[src/hw/rtl/fnh_pkg.sv]
`default_nettype none

package fnh_pkg;

  // Field and state widths of the hash.
  localparam int KeyW    = 31;
  localparam int ByteW   = 8;
  localparam int SeenW   = 3;
  localparam int TailLen = 4;
  localparam int RotAmt  = 5;

  typedef logic [KeyW-1:0]               key_t;
  typedef logic [ByteW-1:0]              byte_t;
  typedef logic [SeenW-1:0]              seen_t;
  typedef logic [TailLen-1:0][ByteW-1:0] tail_t;

  // The byte count stops here; it only has to tell "more than four" apart.
  localparam seen_t SeenMax = seen_t'(TailLen + 1);

  // Tails that are excluded from the key; element 0 is the oldest byte.
  localparam tail_t TailTt = '{8'h29, 8'h54, 8'h54, 8'h28};
  localparam tail_t TailPs = '{8'h29, 8'h53, 8'h50, 8'h28};

  // Rotate the key left within its width, then mix in one byte.
  function automatic key_t fold(input key_t k, input byte_t b);
    key_t rot;
    rot = {k[KeyW-RotAmt-1:0], k[KeyW-1:KeyW-RotAmt]};
    return rot ^ key_t'(b);
  endfunction

endpackage

`default_nettype wire

[src/hw/rtl/fnh_if.sv]
`default_nettype none

// Channel carrying one name byte per beat.
interface fnh_byte_if;
  logic          valid;
  logic          ready;
  fnh_pkg::byte_t name_byte;
  logic          last_byte;

  modport source (output valid, output name_byte, output last_byte, input ready);
  modport sink   (input valid, input name_byte, input last_byte, output ready);
endinterface

// Channel carrying one finished key per beat.
interface fnh_key_if;
  logic          valid;
  logic          ready;
  fnh_pkg::key_t name_key;
  logic          suffix_dropped;

  modport source (output valid, output name_key, output suffix_dropped, input ready);
  modport sink   (input valid, input name_key, input suffix_dropped, output ready);
endinterface

`default_nettype wire

[src/hw/rtl/fnh_finish.sv]
`default_nettype none

// End-of-name evaluation: either drop a recognized tail or fold the held bytes.
module fnh_finish (
  input  wire fnh_pkg::key_t  key,
  input  wire fnh_pkg::tail_t tail,
  input  wire fnh_pkg::seen_t seen,
  output fnh_pkg::key_t       final_key,
  output logic                dropped
);
  import fnh_pkg::*;

  localparam int CntW = SeenW + 1;

  // A tail is only dropped when the name is longer than the tail itself.
  always_comb begin
    dropped = (seen > seen_t'(TailLen)) && ((tail == TailTt) || (tail == TailPs));
  end

  // Fold the held bytes that belong to the name, oldest first.
  always_comb begin
    final_key = key;
    for (int i = 0; i < TailLen; i++) begin
      if (!dropped && ((CntW'(seen) + CntW'(i)) >= CntW'(TailLen))) begin
        final_key = fold(final_key, tail[i]);
      end
    end
  end

endmodule

`default_nettype wire

[src/hw/rtl/family_name_hash_core.sv]
// A key passes through the input register and then the output register before it is offered.
// Throughput: one byte per cycle unless the input register stalls; one key per name, on the name's last byte.
// The input register stalls only while a finished key waits in the output register.
// Reset (synchronous, active high) empties both registers and clears the hash state.
`default_nettype none

module family_name_hash_core (
  input  wire       clk,
  input  wire       rst,
  fnh_byte_if.sink  byte_in,
  fnh_key_if.source key_out
);
  import fnh_pkg::*;

  // Input register.
  logic  s1_valid;
  byte_t s1_byte;
  logic  s1_last;

  // Hash state.
  key_t  running_key;
  tail_t tail_bytes;
  seen_t bytes_seen;

  // Output register.
  logic  out_valid;
  key_t  out_key;
  logic  out_dropped;

  key_t  running_key_next;
  tail_t tail_bytes_next;
  seen_t bytes_seen_next;
  key_t  final_key;
  logic  final_dropped;
  logic  s1_advance;
  logic  out_take;

  assign out_take   = out_valid && key_out.ready;
  assign s1_advance = s1_valid && (!s1_last || !out_valid || key_out.ready);
  assign byte_in.ready = !s1_valid || s1_advance;

  // Move the delay line by one byte; the oldest byte joins the key once four are held.
  always_comb begin
    running_key_next = (bytes_seen >= seen_t'(TailLen)) ?
                       fold(running_key, tail_bytes[0]) : running_key;
    tail_bytes_next  = {s1_byte, tail_bytes[TailLen-1:1]};
    bytes_seen_next  = (bytes_seen == SeenMax) ? bytes_seen : bytes_seen + seen_t'(1);
  end

  fnh_finish u_finish (
    .key       (running_key_next),
    .tail      (tail_bytes_next),
    .seen      (bytes_seen_next),
    .final_key (final_key),
    .dropped   (final_dropped)
  );

  // Capture an incoming beat.
  always_ff @(posedge clk) begin
    if (rst) begin
      s1_valid <= 1'b0;
    end else if (byte_in.ready) begin
      s1_valid <= byte_in.valid;
    end
    if (byte_in.ready && byte_in.valid) begin
      s1_byte <= byte_in.name_byte;
      s1_last <= byte_in.last_byte;
    end
  end

  // Update the hash state; a last byte starts the next name from scratch.
  always_ff @(posedge clk) begin
    if (rst) begin
      running_key <= '0;
      tail_bytes  <= '0;
      bytes_seen  <= '0;
    end else if (s1_advance) begin
      if (s1_last) begin
        running_key <= '0;
        tail_bytes  <= '0;
        bytes_seen  <= '0;
      end else begin
        running_key <= running_key_next;
        tail_bytes  <= tail_bytes_next;
        bytes_seen  <= bytes_seen_next;
      end
    end
  end

  // Hold the finished key until the sink takes it.
  always_ff @(posedge clk) begin
    if (rst) begin
      out_valid <= 1'b0;
    end else if (s1_advance && s1_last) begin
      out_valid <= 1'b1;
    end else if (out_take) begin
      out_valid <= 1'b0;
    end
    if (s1_advance && s1_last) begin
      out_key     <= final_key;
      out_dropped <= final_dropped;
    end
  end

  assign key_out.valid          = out_valid;
  assign key_out.name_key       = out_key;
  assign key_out.suffix_dropped = out_dropped;

endmodule

`default_nettype wire

[src/flat_wrapper.sv]
// flat-port wrapper written by rule: the top's interface ports become plain ports
module family_name_hash_core_flat import fnh_pkg::*;
  (clk, rst, byte_in_valid, byte_in_name_byte, byte_in_last_byte, byte_in_ready, key_out_valid, key_out_name_key, key_out_suffix_dropped, key_out_ready);
  fnh_byte_if byte_in_i ();
  fnh_key_if key_out_i ();
  input  wire clk;
  input  wire rst;
  input wire logic [$bits(byte_in_i.valid)-1:0] byte_in_valid;
  input wire logic [$bits(byte_in_i.name_byte)-1:0] byte_in_name_byte;
  input wire logic [$bits(byte_in_i.last_byte)-1:0] byte_in_last_byte;
  output wire logic [$bits(byte_in_i.ready)-1:0] byte_in_ready;
  output wire logic [$bits(key_out_i.valid)-1:0] key_out_valid;
  output wire logic [$bits(key_out_i.name_key)-1:0] key_out_name_key;
  output wire logic [$bits(key_out_i.suffix_dropped)-1:0] key_out_suffix_dropped;
  input wire logic [$bits(key_out_i.ready)-1:0] key_out_ready;
  assign byte_in_i.valid = byte_in_valid;
  assign byte_in_i.name_byte = byte_in_name_byte;
  assign byte_in_i.last_byte = byte_in_last_byte;
  assign byte_in_ready = byte_in_i.ready;
  assign key_out_valid = key_out_i.valid;
  assign key_out_name_key = key_out_i.name_key;
  assign key_out_suffix_dropped = key_out_i.suffix_dropped;
  assign key_out_i.ready = key_out_ready;
  family_name_hash_core u_core (.clk(clk), .rst(rst), .byte_in(byte_in_i), .key_out(key_out_i));
endmodule
[config.mk]
export PLATFORM = sky130hd
export DESIGN_NAME = family_name_hash_core_flat
export DESIGN_NICKNAME = d
export VERILOG_FILES = /design/src/hw/rtl/fnh_pkg.sv /design/src/hw/rtl/fnh_if.sv /design/src/hw/rtl/fnh_finish.sv /design/src/hw/rtl/family_name_hash_core.sv /design/src/flat_wrapper.sv
export SDC_FILE = /design/constraint.sdc
export NUM_CORES = 1
export LEC_CHECK = 0
export BUFFER_PORTS_ARGS = -buffer_cell sky130_fd_sc_hd__buf_4
export CORE_MARGIN = 2
export CORE_UTILIZATION = 50
export DETAILED_ROUTE_END_ITERATION = 10
export GPL_TIMING_DRIVEN = 0
export PLACE_DENSITY = 0.75
export SKIP_CTS_REPAIR_TIMING = 1
export SLEW_MARGIN = 20
export SYNTH_ARGS = -nofsm -noshare
export SYNTH_HDL_FRONTEND = slang
export SYNTH_SLANG_ARGS = --single-unit
[constraint.sdc]
create_clock -name clk -period 3.9 [get_ports clk]
set_clock_uncertainty 0.1 [all_clocks]
set_input_delay 0.585 -clock clk [delete_from_list [all_inputs] [get_ports clk]]
set_output_delay 0.585 -clock clk [all_outputs]
set_load 0.02 [all_outputs]
==> Flow_metrics.wiki <==
{| class="wikitable"
! Metric !! Value
|-
| NumNets Final || 842
|-
| Result of the run || finished clean
|-
| Ys Warns || 0
|-
| Post-Synthesis Net Count || 785
|-
| Mux contribution to synthesized area || 13.1%
|-
| Post-synthesis area per instance || 8.75 sq um
|-
| Portion of the clock cycle consumed by the worst path in the final layout || 97.3%
|-
| Routed wire length || 20.3 mm
|-
| Tightest Pin Transition || 1.03 ns
|-
| Largest fanout of any net on the critical path || 9
|-
| Total inserted antenna cells || 0
|-
| Tmin final || 3.80 ns
|-
| Data arrival, critical path || 3.81 ns
|-
| Maximum clock insertion buffer count || 2
|-
| Via count || 6300
|-
| Basic-gate share of the synthesized area counting and, or, nand and nor cells || 19.6%
|-
| Final HPWL DP || 15.5 mm
|-
| Clock sink total || 109
|-
| Async set-or-reset flop fraction in the synthesized netlist || 0%
|-
| Final hold vios || 0
|-
| Clock tree from TritonCTS || yes
|-
| Number of distinct standard cells referenced by the synthesized netlist || 74
|-
| Final slew viol count || 0
|-
| Launch point of the critical path || u_core.bytes_seen[0]$_SDFFE_PP0P_
|-
| Number of cells after detailed placement || 990
|-
| Number of standard cells in the final layout excluding fillers || 1006
|-
| Complex-gate fraction of the synthesized area || 19.3%
|-
| Setup repair after global routing missed its margin || false
|-
| Latest clock arrival within the worst-skew pair || 0.37 ns
|-
| Most numerous cell in the Yosys netlist || a21oi_1
|-
| Syn Std Cell Area || 6720 sq um
|-
| Average via count per standard cell || 6.26
|-
| Slew margin rel. || 30.9%
|-
| Die X-Extent || 120 um
|-
| Pleak || 2.70 nW
|-
| Number of synthesized flops with an enable pin || 41
|-
| Most used flip-flop cell after synthesis || dfxtp_1
|-
| Largest cells by area after synthesis || dfxtp_1 20%, edfxtp_1 18%, mux2i_1 10%, a21oi_1 6.9%, nor2_1 4.2%
|-
| CP Launch Type || register
|-
| Reg-to-reg endpoint || u_core.key_out.name_key[4]$_DFFE_PP_
|-
| Area share of xor/xnor cells in the synthesized design || 4.43%
|-
| Fraction of the yosys area taken by sequential cells || 38.6%
|-
| Detail-routed net length per standard cell || 20.2 um
|-
| Largest area contributor in the synthesized netlist || dfxtp_1
|-
| CTS clk-pin slew, worst paths || 0.08 ns
|-
| Leading post-synthesis cells by instance count || 93 x a21oi_1, 75 x nor2_1, 69 x mux2i_1
|-
| Peak clock frequency supported by timing || 0.264 GHz
|-
| Remaining antenna violation count || 0
|-
| Critical path class || reg2reg
|-
| Final-layout fill cell count || 1189
|-
| Main combinational cell family by area after synthesis || simple AND/OR/NAND/NOR gates
|-
| Number of synthesized register bits || 109
|-
| Total negative setup slack || 0 ns
|-
| Pre-CTS setup slack || 0.192 ns
|-
| 1st-iter DRT viols || 669
|-
| Termination of the worst setup path || u_core.key_out.name_key[4]$_DFFE_PP_
|-
| Effective utilization at floorplan || 50.9%
|-
| Ratio of cells with drive above 1 in the final layout || 14.9%
|-
| Post-route DRC violation count || 0
|-
| Height of the die || 120 um
|-
| Maximum level of the CTS H-tree || 3
|-
| Global-route wire length before repair || 31.7 mm
|-
| Count of maximum capacitance violations || 0
|-
| Total Die Area || 14400 sq um
|-
| Launch point of the worst reg-to-reg path || u_core.bytes_seen[0]$_SDFFE_PP0P_
|-
| Synthesized-area fraction occupied by adder cells || 0.745%
|-
| R2r setup slk || 0.10 ns
|-
| CTS Root Cell || clkbuf_16
|-
| Highest ir drop seen on vdd || 0.342 mV
|-
| Share of the synthesized area in the top cell type || 20.3%
|-
| Pin count of the biggest net entering global routing || 26
|-
| Area of the core || 13200 sq um
|-
| Fin worst setup slack || 0.105 ns
|-
| Final number of setup-violating endpoints || 0
|-
| Number of CTS-inserted buffers || 9
|-
| Area Overhead vs Synth || 13.8%
|-
| Syn Inst Count || 768
|-
| Critical path endpoint category || register
|-
| Number of input and output port buffers inserted || 45
|-
| Class of the tightest hold or removal check || in2reg
|-
| Count of TritonRoute iterations in the first routing pass || 5
|-
| Vias in the first global route || 5805
|-
| Power per standard cell area || 311 nW/um^2
|-
| GRT Total Usage || 28.7%
|-
| Placer congestion estimate || 1.00
|-
| Overflow after GRT || 0
|-
| Count of standard-cell rows || 42
|-
| Number of antenna violations at the first check in global routing || 0
|-
| I/O pin count || 47
|-
| Worst path required time || 3.91 ns
|-
| Worst Reg-to-Reg Cells || 9
|}
-- worst min path at each step --
| stage | startpoint | end | slack [ns] | depth (start not counted) |
|---|---|---|---|---|
| finish | byte_in_name_byte[1] | u_core.s1_byte[1]$_DFFE_PP_ | 0.29 | 1 |
| global route | byte_in_name_byte[5] | u_core.s1_byte[5]$_DFFE_PP_ | 0.29 | 1 |
| CTS | byte_in_name_byte[1] | u_core.s1_byte[1]$_DFFE_PP_ | 0.29 | 1 |
| detailed placement | u_core.tail_bytes[2]$_SDFFE_PP0P_ | u_core.tail_bytes[2]$_SDFFE_PP0P_ | 0.37 | 2 |
| global placement | u_core.tail_bytes[0]$_SDFFE_PP0P_ | u_core.tail_bytes[0]$_SDFFE_PP0P_ | 0.36 | 2 |
| floorplan | u_core.tail_bytes[2]$_SDFFE_PP0P_ | u_core.tail_bytes[2]$_SDFFE_PP0P_ | 0.34 | 2 |
-- cells in the final DEF, fill, tap and decap left out, drive strengths merged, types with 22 or more instances in the layout --
cell type  netlist  routed
clkbuf          39      49
a21oi           94      94
dfxtp           68      68
buf             21      67
o21ai           22      22
edfxtp          41      41
nand2           69      69
xnor2           22      22
nand3           47      47
nor3            29      29
mux2i           69      69
nor2            76      76
-- kinds of logic after synthesis --
logic type | count (synthesis)
AOI/OAI and AO/OA | 200
and+or+nand+nor | 267
buffers and inverters | 68
adders and majority gates | 4
xor gates and xnor gates | 34
muxes | 86
DFF | 109
-- report_power, final --
| part | switching, W | leakage (nW) | total [W] | internal [W] |
|---|---|---|---|---|
| registers | 0.0000175 | 0.939 | 0.00122 | 0.00120 |
| clock network | 0.000445 | 0.156 | 0.000991 | 0.000546 |
| logic | 0.000114 | 1.61 | 0.000172 | 0.0000578 |
| total | 0.000577 | 2.70 | 0.00238 | 0.00180 |
-- metrics by stage --
step           power [W]  area [sq um]  hold slack, ns  util (%)
4_1_cts          0.00238          7630           0.286      57.9
6_report         0.00238          7650           0.285      58.0
3_3_place_gp     0.00141          7280           0.363      55.2
3_5_place_dp     0.00141          7310           0.369      55.4
5_1_grt          0.00244          7650           0.288      58.0
2_1_floorplan    0.00135          6720           0.343         -
-- critical path, stage by stage, from the launching register on --
cell and delay [ns]:
dfxtp_1 0.49, inv_1 0.13, ha_1 0.34, a21bo_2 0.25, o221ai_1 0.71, a211oi_1 0.19
a211oi_1 0.49, o31ai_1 0.19, or4_1 0.42, and3_1 0.21
-- flip-flops by register name, indices dropped and copies added (netlist names), 3 cells and up --
name / flops
u_core.bytes_seen: 3
u_core.tail_bytes: 32
u_core.s1_byte: 8
u_core.key_out.name_key: 31
u_core.running_key: 31
-- cell type report --
type / count / area (sq um) / share of cell area [%]
sequential: 109 / 2590 / 33.9
clock inverter: 6 / 72.6 / 0.949
multi-input combinational: 591 / 3860 / 50.5
tap: 176 / 220 / 2.88
buffer: 60 / 255 / 3.34
inverter: 8 / 30.0 / 0.393
timing repair buffer: 46 / 365 / 4.78
clock buffer: 10 / 250 / 3.27
-- per-layer routing --
layer | global-route usage (%) | part of all wire (%)
met5 | 0 | 0
met1 | 38.0 | 43
met4 | 12.8 | 3.4
met3 | 4.90 | 7.6
met2 | 45.8 | 46
No activity file was read; power rests on OpenSTA's default activity.
